## src/hw/rtl/htw_pkg.sv

```systemverilog
`timescale 1ns / 1ps

package htw_pkg;

    localparam int WHEEL_SLOTS = 64;
    localparam int MAX_TIMERS  = 32;
    localparam int SLOT_W      = $clog2(WHEEL_SLOTS);
    localparam int IDX_W       = (MAX_TIMERS > 1) ? $clog2(MAX_TIMERS) : 1;
    localparam int CNT_W       = $clog2(MAX_TIMERS + 1);
    localparam int CLIENT_W    = 16;
    localparam int DELAY_W     = 32;
    localparam int TICKS_W     = DELAY_W - 1;
    localparam int ROT_W       = TICKS_W - SLOT_W;
    localparam int DIV_CNT_W   = $clog2(TICKS_W);
    localparam int INTERVAL_W  = 16;
    localparam int CMDQ_DEPTH  = 2;
    localparam int CMDQ_PTR_W  = $clog2(CMDQ_DEPTH);

    typedef enum logic [1:0] {
        ACT_ADD,
        ACT_ADJUST,
        ACT_DELETE,
        ACT_TICK
    } t_action;

    typedef enum logic [2:0] {
        ST_EXPIRED,
        ST_DONE,
        ST_FULL,
        ST_IGNORED,
        ST_NOT_FOUND
    } t_status;

    typedef struct packed {
        t_action              action;
        logic [CLIENT_W-1:0]  client;
        logic                 ignore;
        logic [TICKS_W-1:0]   ticks;
    } t_cmd;

    typedef enum logic [1:0] {
        F_IDLE,
        F_DIV,
        F_PUSH
    } t_front_state;

    typedef enum logic [2:0] {
        B_IDLE,
        B_START,
        B_SCAN,
        B_SCAN_END,
        B_TICK,
        B_EMIT
    } t_back_state;

endpackage

```

## src/hw/rtl/htw_front.sv

```systemverilog
`timescale 1ns / 1ps

module htw_front import htw_pkg::*; (
    input  logic                  i_clk,
    input  logic                  i_rst_n,
    input  logic                  i_push,
    output logic                  o_full,
    input  logic [1:0]            i_action,
    input  logic [CLIENT_W-1:0]   i_client_id,
    input  logic [DELAY_W-1:0]    i_delay,
    input  logic                  i_cfg_valid,
    output logic                  o_cfg_ready,
    input  logic [INTERVAL_W-1:0] i_cfg_data,
    output logic                  o_q_push,
    input  logic                  i_q_full,
    output t_cmd                  o_q_data
);

    t_front_state          r_state, n_state;
    t_cmd                  r_cmd, n_cmd;
    logic [INTERVAL_W-1:0] r_tick, r_rem, n_rem;
    logic [TICKS_W-1:0]    r_dvd, n_dvd;
    logic [DIV_CNT_W-1:0]  r_cnt, n_cnt;
    logic [INTERVAL_W-1:0] w_divisor;
    logic [INTERVAL_W:0]   w_trial, w_diff;
    logic                  w_ge, w_neg, w_timed;

    assign w_divisor   = (r_tick == '0) ? INTERVAL_W'(1) : r_tick;
    assign w_trial     = {r_rem, r_dvd[TICKS_W-1]};
    assign w_ge        = w_trial >= {1'b0, w_divisor};
    assign w_diff      = w_trial - {1'b0, w_divisor};
    assign w_neg       = i_delay[DELAY_W-1];
    assign w_timed     = (t_action'(i_action) == ACT_ADD) || (t_action'(i_action) == ACT_ADJUST);
    assign o_full      = (r_state != F_IDLE);
    assign o_cfg_ready = 1'b1;
    assign o_q_data    = r_cmd;

    always_comb begin
        n_state  = r_state;
        n_cmd    = r_cmd;
        n_rem    = r_rem;
        n_dvd    = r_dvd;
        n_cnt    = r_cnt;
        o_q_push = 1'b0;
        case (r_state)
            F_IDLE: begin
                if (i_push) begin
                    n_cmd.action = t_action'(i_action);
                    n_cmd.client = i_client_id;
                    n_cmd.ignore = w_neg && w_timed;
                    n_cmd.ticks  = TICKS_W'(1);
                    n_dvd        = i_delay[TICKS_W-1:0];
                    n_rem        = '0;
                    n_cnt        = '0;
                    if (w_timed && !w_neg && (i_delay != '0)) begin
                        n_state = F_DIV;
                    end else begin
                        n_state = F_PUSH;
                    end
                end
            end
            F_DIV: begin
                n_rem       = w_ge ? w_diff[INTERVAL_W-1:0] : w_trial[INTERVAL_W-1:0];
                n_dvd       = {r_dvd[TICKS_W-2:0], 1'b0};
                n_cmd.ticks = {r_cmd.ticks[TICKS_W-2:0], w_ge};
                if (r_cnt == DIV_CNT_W'(TICKS_W - 1)) begin
                    n_state = F_PUSH;
                end else begin
                    n_cnt = r_cnt + 1'b1;
                end
            end
            F_PUSH: begin
                o_q_push = 1'b1;
                if (!i_q_full) begin
                    n_state = F_IDLE;
                end
            end
            default: begin
                n_state = F_IDLE;
            end
        endcase
    end

    always_ff @(posedge i_clk) begin
        if (!i_rst_n) begin
            r_state <= F_IDLE;
            r_tick  <= INTERVAL_W'(1);
        end else begin
            r_state <= n_state;
            if (i_cfg_valid) begin
                r_tick <= i_cfg_data;
            end
        end
    end

    always_ff @(posedge i_clk) begin
        r_cmd <= n_cmd;
        r_rem <= n_rem;
        r_dvd <= n_dvd;
        r_cnt <= n_cnt;
    end

endmodule

```

## config.mk

```make
export PLATFORM = sky130hd
export DESIGN_NAME = htw_front
export DESIGN_NICKNAME = d
export VERILOG_FILES = /design/src/hw/rtl/htw_pkg.sv /design/src/hw/rtl/htw_front.sv
export SDC_FILE = /design/constraint.sdc
export NUM_CORES = 1
export LEC_CHECK = 0
export BUFFER_PORTS_ARGS = -buffer_cell sky130_fd_sc_hd__buf_4
export CAP_MARGIN = 10
export CORE_MARGIN = 3
export CORE_UTILIZATION = 40
export CTS_CLUSTER_SIZE = 28
export DETAILED_ROUTE_END_ITERATION = 8
export SYNTH_ARGS = -nofsm -noshare
export SYNTH_HDL_FRONTEND = slang
export SYNTH_SLANG_ARGS = --single-unit
```

## constraint.sdc

```tcl
create_clock -name i_clk -period 6.95 [get_ports i_clk]
set_input_delay 1.7375 -clock i_clk [delete_from_list [all_inputs] [get_ports i_clk]]
set_output_delay 1.7375 -clock i_clk [all_outputs]
set_load 0.01 [all_outputs]
```

# Word level (Yosys, flattened, before mapping)
# Index checks and enable logic that the tools add are counted.
# W data, S select, Z words.
[classes] add_sub_neg=2 n_lt_le_gt_ge=1 eq_ne=8 muxes=17 n_reduce_logical=15
[ops] op="$pmux W31 S2" count=2
[ops] op="$mux W31" count=2
[ops] op="$mux W16" count=3
[ops] op="$pmux W16 S2" count=1
[ops] op="$reduce_bool A32 Y1" count=1
[ops] op="$ge A17 B16 Y1" count=1
[ops] op="$logic_not A16 Y1" count=1
[ops] op="$sub A16 B16 Y16" count=1
[ops] op="$mux W5" count=2
[ops] op="$pmux W5 S2" count=1
[ops] op="$mux W2" count=4
[ops] op="$ne A2 B2 Y1 const B" count=4
[ops] op="$pmux W2 S3" count=1
[ops] op="$reduce_and A3 Y1" count=2
[ops] op="$add A5 B1 Y5 const B" count=1
[ops] op="$eq A5 B5 Y1 const B" count=1
[ops] op="$eq A2 B1 Y1 const B" count=2
[ops] op="$logic_not A2 Y1" count=2
[ops] op="$reduce_and A2 Y1" count=2
[ops] op="$reduce_bool A2 Y1" count=2
[ops] op="$logic_and A1 B1 Y1" count=3
[ops] op="$eq A2 B2 Y1 const B" count=1
[ops] op="$logic_not A1 Y1" count=1
[ops] op="$logic_or A1 B1 Y1" count=1
[ops] op="$mux W1" count=1
[totals] regBits=120 inputBits=71 out_inout_bits=53 elab_cells=52

# Logic depth before layout (Yosys ltp)
# Gate-level depths: netlist of the first run.
[depth] depth_word=7 mapped_depth=11 depth_no_buf=11

# Worst setup path before layout of the first run
# No wires, ideal clock.
[synth_path] kind="input to register" from="input port i_push" to="register r_state[1]" setup_ns=0.060 arrival_ns=5.604 t_required_ns=6.890 setup_slack_ns=1.286 cell_stages=4 n_path_buf=0 path_cell_list="nor2_1 -> nor2_1 -> a22o_1 -> and3_1"
[synth_between] elab_chain_cells=2
[synth_rtl] element="start: declaration" line="htw_front.sv:6" source="input logic i_push,"
[synth_rtl] element="$ne A2 B2 Y1 (no source line)"
[synth_rtl] element="$reduce_and A3 Y1 (no source line)"
[synth_rtl] element="end signal: assignment" line="htw_front.sv:89" source="r_state <= n_state;"
[synth_rtl] element="end: declaration" line="htw_front.sv:19" source="t_front_state r_state, n_state;"
# No other way between the ends.
# A chain may end at the register's enable or synchronous reset.

# Worst setup path after layout of the first run
[layout_path] from="register r_tick[12]" to="register r_rem[4] (data pin)"
[layout_between] elab_chain_cells=5 word_cells_on_any_way=6 classes_between="add/sub: 1; order compare: 1; mux: 3; reduce/logical: 1"
[layout_rtl] element="start: declaration" line="htw_front.sv:21" source="logic [INTERVAL_W-1:0] r_tick, r_rem, n_rem;"
[layout_rtl] element="start signal: assignment" line="htw_front.sv:91" source="r_tick <= i_cfg_data;"
[layout_rtl] element="$logic_not A16 Y1" line="htw_front.sv:28" source="assign w_divisor = (r_tick == '0) ? INTERVAL_W'(1) : r_tick;"
[layout_rtl] element="$mux W16 *" line="htw_front.sv:28"
[layout_rtl] element="$sub A16 B16 Y16 or $ge A17 B16 Y1 (tied branches)" line="htw_front.sv:31, htw_front.sv:30"
[layout_rtl] element="$mux W16 *" line="htw_front.sv:63" source="n_rem = w_ge ? w_diff[INTERVAL_W-1:0] : w_trial[INTERVAL_W-1:0];"
[layout_rtl] element="$pmux W16 S2 *" line="htw_front.sv:45" source="case (r_state)"
[layout_rtl] element="end signal: assignment" line="htw_front.sv:98" source="r_rem <= n_rem;"
[layout_rtl] element="end: declaration" line="htw_front.sv:21"
# Mark *: on every way between the ends. The rest lies on a longest branch, timed or not.

==> impl_metrics.tcl, run 1 <==
set metrics [dict create \
    tightest_slew_ns 1.09 \
    die_h_um 126 \
    critPathKind "flop to flop" \
    cp.buffers_inverters 1 \
    path_delay_family "compound AO/OA/AOI/OAI gates" \
    synth_area_mm2 0.00578 \
    slew_viol_final 0 \
    netSwitchingFraction 0.259 \
    hold_path_depth 2 \
    powerDensity_mw_per_mm2 279 \
    setup-violations-final 0 \
    crit_chain "inv_1 > ha_1 > nand3_1 > nor3b_1 > o21ai_0 > o21ai_2 > mux2i_1 > nor2_1" \
    synth.net_count 603 \
    yosys-top-cells-area "edfxtp_1 53%, nand2_1 6.9%, dfxtp_1 6.2%" \
    critPathMaxFanout 20 \
    cts_resized 0 \
    max_stage_delay_ns 0.89 \
    avgSynthCellArea_um2 11.3 \
    drc 0 \
    grt_pass1_vias 4099 \
    clk_latency_ns 0.41 \
    synthDistinctLibCells 54 \
    setup_tns_ns 0 \
    dpl.hpwl_mm 8.98 \
    power_frac_clock 0.407 \
    rsz0062_at_grt "no" \
    fmax_mhz 315 \
    gp_congestion 0.856 \
    die_area_mm2 0.0159 \
    nets 723 \
    ys_async_sr_fraction 0 \
    htree_num_levels 4 \
    whs_ns 0.505 \
    vias_per_cell 5.05 \
    min_path_type "flop to flop" \
    startpoint_type "flop" \
    yosysWarnings 0 \
    drv_cap 0 \
    vdd_drop_max_mv 0.175 \
    grt_overflow 0 \
    power_frac_seq 0.429 \
    num_io_pins 124 \
    leakage_nw 3.12 \
    grt_pass1_wl_mm 20.8 \
    end_kind "flop" \
    portBuffers 122 \
    final_antenna_net_count 0 \
    worst-path-stages 8 \
    p_comb_frac 0.164 \
    synth_top_area_cell "edfxtp_1" \
    yosysMostFrequentCell "nand2_1" \
    ys_seq_elements 120 \
    cts_setup_buffers 0 \
    run_status "completed" \
    wire_per_inst_um 15.6 \
    clk_path_buf_depth 2 \
    drt_iter0_drc 297 \
    post-route-period-util 0.456 \
    cts_tree "yes" \
    grt_max_degree 64 \
    r2r_cells 8 \
    cts_buffers 17 \
    totalWireLength_mm 12.9 \
    fin_crit_ns 3.17 \
    core_area_mm2 0.0140 \
    root_buffer "clkbuf_16" \
    vias 4176 \
    switchingPower_mw 0.535 \
    path_clk_slew_ns 0.06 \
    initial_core_util 0.413 \
    antenna_found_initial 0 \
    hold_viol 0 \
    drive_gt1_frac 0.262 \
    syn_inst 513 \
    areaGrowthSynthToFinish_pct 28.1 \
    rows 43 \
    firstDrtPassIters 4 \
    synth-edff-count 102 \
    yosys_most_used_dff "edfxtp_1" \
    hold_buffers 0 \
    fill_cells 1265 \
    synth_common_cells "106 x nand2_1, 102 x edfxtp_1, 31 x and2_1" \
    cp.arrival_ns 3.30 \
    intPower_mw 1.53 \
    finClkSkew_ns 0.00850 \
    slew_headroom 0.271 \
    track_usage 0.166 \
    synth_top_area_frac 0.530 \
    worstPathRequired_ns 7.08 \
    ys_seq_area_frac 0.592 \
    worst_path_max_delay_cell "o21ai_2" \
    die_w_um 126 \
    cts_num_sinks 120 \
]
-- logic make-up after synthesis --
family          count (synthesis)  share of synthesized area
buf+inv                        43                     0.0331
flops                         120                      0.592
mux                            27                     0.0468
simple gates                  226                      0.190
other cells                     1                   0.000649
compound gates                 63                     0.0734
fa+ha+maj                      19                     0.0424
xor+xnor                       14                     0.0212
-- worst min-delay path, cell delays in order (launching register included) --
cell and delay, ns:
edfxtp_1 0.32, nand2_1 0.04, nand2_1 0.04
-- sequential cells by signal (all words and copies together) (netlist names) --
register	cells
o_q_data	50
r_dvd	31
r_rem	16
r_tick	16
r_cnt	5
r_state	2
-- metrics by stage --
| step | util | cell area, um2 | std cells | setup WS, ns | power (mW) |
|---|---|---|---|---|---|
| floorplan | - | 5780 | 513 | 1.29 | 1.12 |
| global placement | 0.489 | 6840 | 794 | 3.48 | 1.23 |
| detailed placement | 0.489 | 6840 | 794 | 3.41 | 1.24 |
| CTS | 0.529 | 7400 | 826 | 3.79 | 2.08 |
| global route | 0.529 | 7400 | 826 | 3.55 | 2.15 |
| finish | 0.529 | 7400 | 827 | 3.78 | 2.06 |
-- metal layers --
| metal | share of wire | GRT usage | wire length [um] | vias to the layer above |
|---|---|---|---|---|
| li1 | - | - | - | 2050 |
| met3 | 0.056 | 0.0488 | 718 | 19 |
| met4 | 0.018 | 0.0675 | 232 | 0 |
| met1 | 0.45 | 0.213 | 5800 | 1982 |
| met2 | 0.48 | 0.264 | 6170 | 125 |
| met5 | 0 | 0 | 0 | - |
-- worst paths after layout --
path | start | to | slack (ns)
max | r_tick[12] | r_rem[4] | 3.78
max reg2reg | r_tick[12] | r_rem[4] | 3.78
min reg2reg | r_dvd[2] | r_dvd[3] | 0.51
min | r_dvd[2] | r_dvd[3] | 0.51
-- layout make-up --
class,instances,area [um2],area share
Sequential cell,120,3420,0.462
Multi-Input combinational cell,350,2180,0.295
Timing Repair Buffer,124,931,0.126
Clock buffer,18,429,0.0580
Tap cell,180,225,0.0304
Clock inverter,14,134,0.0181
Inverter,20,75.1,0.0101
Antenna cell,1,2.50,0.000338
-- layout by cell type (no fill, tap or decap), types with 15 or more instances in the layout --
| cell | instances |
|---|---|
| a21oi_1 | 22 |
| and2_1 | 31 |
| buf_4 | 124 |
| clkbuf_16 | 17 |
| dfxtp_1 | 18 |
| edfxtp_1 | 102 |
| ha_1 | 18 |
| inv_1 | 20 |
| mux2i_1 | 27 |
| nand2_1 | 106 |
| nor2_1 | 25 |
| nor2b_1 | 19 |
| o21ai_0 | 15 |
-- power groups by stage --
stage	clock (mW)	sequential, mW	combinational [mW]
global placement	0	0.899	0.333
finish	0.839	0.886	0.339
global route	0.883	0.893	0.376
floorplan	0	0.908	0.212
detailed placement	0	0.900	0.337
CTS	0.856	0.886	0.341
(Power assumes the default switching activity.)
==> run 2, diff against run 1 <==
clock period = 3 ns   (was 6.95 ns; I/O delays follow)
==> run 2 against run 1 <==
First-iteration DRC count is 5.1% higher. Critical path depth up 5. Combinational power up 140%. Critical path type unchanged.
==> impl_metrics.tcl, run 2 (same netlist as run 1, synthesis figures left out) <==
set metrics [dict create \
    cts_num_sinks 120 \
    drc 0 \
    tightest_slew_ns 0.747 \
    htree_num_levels 4 \
    run_status "completed" \
    final_antenna_net_count 0 \
    min_path_type "primary input to flop" \
    die_h_um 126 \
    top_usage_layer "met2" \
    hold_path_depth 1 \
    startpoint_type "flop" \
    totalWireLength_mm 13.0 \
    leakage_nw 3.18 \
    fmax_mhz 362 \
    grt_max_degree 56 \
    holdPathEnd "o_q_data[40]" \
    hold_viol 0 \
    grt_util_met1 0.230 \
    grt_pass1_wl_mm 21.0 \
    die_w_um 126 \
    gp_congestion 0.862 \
    rows 43 \
    powerDensity_mw_per_mm2 651 \
    final_common_cell "buf_4" \
    rr_endpoint "r_rem[2]" \
    utilization 0.536 \
    setup_tns_ns 0 \
    fin_cells 835 \
    use_met2 0.254 \
    cts_setup_buffers 0 \
    cp-startpoint "r_tick[9]" \
    path_clk_slew_ns 0.06 \
    largest_reg_flops 50 \
    dpl.hpwl_mm 9.47 \
    critPathKind "flop to flop" \
    grt_util_met3 0.0441 \
    clk_latency_ns 0.42 \
    slew_viol_final 0 \
    hold_buffers 0 \
    drive_gt1_frac 0.273 \
    firstDrtPassIters 4 \
    clk_path_buf_depth 2 \
    track_usage 0.167 \
    critPathMaxFanout 14 \
    diodes 0 \
    antenna_found_initial 0 \
    vias_per_cell 4.97 \
    vdd_drop_max_mv 0.409 \
    num_io_pins 124 \
    drt_iter0_drc 312 \
    wire_per_inst_um 15.6 \
    setup-violations-final 0 \
    core_area_mm2 0.0140 \
    finClkSkew_ns 0.00641 \
    power_mw 4.88 \
    fin_crit_ns 2.76 \
    rsz0062_at_grt "no" \
    post-route-period-util 0.920 \
    die_area_mm2 0.0159 \
    numPlacedInstances 803 \
    nets 732 \
    end_kind "flop" \
    grt_pass1_vias 4149 \
    portBuffers 122 \
    areaGrowthSynthToFinish_pct 29.8 \
    worstPathRequired_ns 3.15 \
    initial_core_util 0.413 \
    cts_buffers 17 \
    r2r_cells 13 \
    slew_headroom 0.497 \
    drv_cap 0 \
    cp.arrival_ns 2.91 \
    grt_overflow 0 \
    r2r_slack_ns 0.24 \
    r2r-start "r_tick[9]" \
    vias 4147 \
    worstHoldStart "i_client_id[8]" \
    cts_tree "yes" \
    root_buffer "clkbuf_16" \
    final_cell_mix "133 x buf_4, 106 x nand2_1, 102 x edfxtp_1" \
]
==> run 2: changes by cell type in the layout (fill, tap and decap cells not counted), sizes merged <==
cell / previous run / this run
bufinv: 2 / 3
diode: 1 / 0
clkbuf: 18 / 17
clkinv: 8 / 7
inv: 20 / 21
buf: 124 / 133
==> run 2: where the power goes <==
group / total (mW) / internal (mW) / switching (mW)
Combinational: 0.815 / 0.373 / 0.441
Sequential: 2.05 / 1.98 / 0.0679
Clock: 2.01 / 1.29 / 0.727
Total: 4.88 / 3.64 / 1.24
==> run 2: critical path, cell delays in order (launching register included) <==
cell	delay, ns
dfxtp_1	0.38
nor4_2	0.06
buf_4	0.14
a41o_1	0.21
ha_1	0.20
nand2b_1	0.17
a21oi_1	0.22
nand2b_1	0.17
a211oi_1	0.08
buf_4	0.15
o21ai_2	0.15
buf_4	0.27
mux2i_1	0.24
nor2_1	0.06
==> run 2: metal layers <==
| layer | vias to the layer above | wire length (um) |
|---|---|---|
| li1 | 2063 | - |
| met1 | 1956 | 6250 |
| met2 | 114 | 5920 |
| met3 | 14 | 647 |
| met4 | 0 | 199 |
| met5 | - | 0 |
==> run 2: how the worst max path moves through the flow <==
stage | endpoint | slack, ns | depth (start not counted)
CTS | r_rem[12] | 0.18 | 12
detailed placement | r_rem[12] | 0.20 | 12
finish | r_rem[2] | 0.24 | 13
global placement | r_rem[2] | 0.28 | 13
global route | r_rem[9] | 0.01 | 13
floorplan | r_state[1] | 0.59 | 4
==> run 2: metrics by stage <==
stage                     hold WS, ns  worst slack, ns  instance area (um2)
after global placement          0.478            0.281                 6900
after floorplan                 0.444            0.591                 5790
after CTS                       0.492            0.178                 7490
after global routing            0.491           0.0145                 7500
after detailed placement        0.494            0.199                 6900
final                           0.506            0.240                 7500
==> run 2: cell type report <==
type	instances	area [um2]
clock buffers	17	425
repair buffers	133	998
well taps	180	225
clock inverters	15	159
fillers	1253	6490
flip-flops and latches	120	3420
inverters	20	75.1
multi-input cells	350	2190
==> run 2: repair_timing <==
action,4_1_cts,5_1_grt
endpoints found under the setup margin,0,8
hold endpoints to repair,0,0
resized for setup,0,3
==> run 3, diff against run 2 <==
CORE_UTILIZATION = 52   (was 40)
PLACE_DENSITY = 0.77   (was unset)
==> run 3 against run 2 <==
Clock power up 6%. Total power up 3.1%. Clock-buffer cell count unchanged. Sequential share of layout area down 0.053 points. Critical path type unchanged.
==> impl_metrics.tcl, run 3 (same netlist as run 1, synthesis figures left out) <==
set metrics [dict create \
    run_status "completed" \
    end_kind "flop" \
    die_area_mm2 0.0124 \
    track_usage 0.220 \
    drt_iter0_drc 295 \
    leakage_nw 3.21 \
    wire_per_inst_um 17.2 \
    startpoint_type "flop" \
    placed_area_mm2 0.00687 \
    cp.arrival_ns 3.04 \
    finalInstanceArea_mm2 0.00751 \
    tightest_slew_ns 0.710 \
    gp_congestion 0.858 \
    initial_core_util 0.547 \
    largest_reg_flops 50 \
    clk_latency_ns 0.53 \
    die_w_um 111 \
    fmax_mhz 360 \
    dpl.hpwl_mm 9.73 \
    min_path_type "primary input to flop" \
    cts_num_sinks 120 \
    vias 4246 \
    multiInputGateArea_mm2 0.00220 \
    antenna_found_initial 0 \
    vdd_drop_max_mv 0.369 \
    die_h_um 111 \
    powerDensity_mw_per_mm2 670 \
    htree_num_levels 4 \
    critPathMaxFanout 7 \
    drv_cap 0 \
    slew_headroom 0.521 \
    final_common_cell "buf_4" \
    cts_buffers 17 \
    critPathKind "flop to flop" \
    drive_gt1_frac 0.280 \
    cts_tree "yes" \
    portBuffers 122 \
    firstDrtPassIters 5 \
    fill_cells 782 \
    nets 731 \
    diodes 0 \
    power_mw 5.03 \
    rsz0062_at_grt "no" \
    clk_path_buf_depth 2 \
    finClkSkew_ns 0.00816 \
    path_clk_slew_ns 0.07 \
    num_io_pins 124 \
    final_cell_mix "130 x buf_4, 106 x nand2_1, 102 x edfxtp_1" \
    setup-violations-final 0 \
    fin_crit_ns 2.78 \
    setup_tns_ns 0 \
    totalWireLength_mm 13.6 \
    core_area_mm2 0.0106 \
    grt_max_degree 74 \
    final_antenna_net_count 0 \
    seq_area_mm2 0.00342 \
    root_buffer "clkbuf_8" \
    rows 37 \
    hold_viol 0 \
    grt_pass1_vias 4224 \
    vias_per_cell 5.37 \
    grt_pass1_wl_mm 21.4 \
    grt_overflow 0 \
    slew_viol_final 0 \
    worstPathRequired_ns 3.26 \
    drc 0 \
    post-route-period-util 0.927 \
    areaGrowthSynthToFinish_pct 29.9 \
]
## run 3: cell types whose count changed in the layout (fill, tap and decap cells not counted), sizes merged
cell | previous run | this run
clkinvlp | 4 | 0
buf | 133 | 132
clkinv | 7 | 3
inv | 21 | 29
## run 3: power by group
group	switching, mW	total, mW	internal (mW)
Clock	0.839	2.14	1.30
Combinational	0.454	0.834	0.380
Sequential	0.0741	2.05	1.98
Total	1.37	5.03	3.67
## run 3: metrics by stage
stage                     worst slack (ns)  std cells  hold WS [ns]   util
after detailed placement             0.127        758         0.476  0.651
after global routing               0.00970        790         0.375  0.711
after global placement               0.177        758         0.458  0.651
after floorplan                      0.591        513         0.444      -
final                                0.220        790         0.394  0.711
after CTS                            0.117        790         0.374  0.709
## run 3: cell type report
cell class / instances / share of cell area
multi-input combinational: 350 / 0.294
clock inverter: 15 / 0.0273
tap: 136 / 0.0227
clock buffer: 17 / 0.0552
timing repair buffer: 132 / 0.135
inverter: 20 / 0.0100
sequential: 120 / 0.456
## run 3: routing by layer
metal | vias up | global-route usage | part of all wire
li1 | 2068 | - | -
met1 | 2007 | 0.277 | 0.42
met2 | 151 | 0.375 | 0.51
met3 | 20 | 0.0538 | 0.057
met4 | 0 | 0.0730 | 0.016
met5 | - | 0 | 0
## run 3: what timing repair did
action / CTS / global route
endpoints found under the setup margin: 0 / 16
hold buffers: 0 / 0
gates resized for setup: 0 / 4
setup buffers: 0 / 0
## run 3: critical path, cell delays in order, from the launching register on
cell and delay [ns]:
dfxtp_1 0.33, nor4_2 0.32, a41o_1 0.24, ha_1 0.18, nand2b_1 0.14, a21oi_1 0.13
nand2b_1 0.19, a211oi_1 0.28, buf_4 0.18, o21ai_2 0.08, buf_4 0.19, mux2i_1 0.17
nor2_1 0.07
## run 3: worst paths after layout
kind                                  start      endpoint  slack (ns)  cells after the start
worst min register to register    r_tick[0]     r_tick[0]        0.51                      2
worst max register to register    r_tick[2]     r_rem[12]        0.22                     12
worst min-delay path            i_action[0]  o_q_data[48]        0.39                      1
worst max-delay path              r_tick[2]     r_rem[12]        0.22                     12
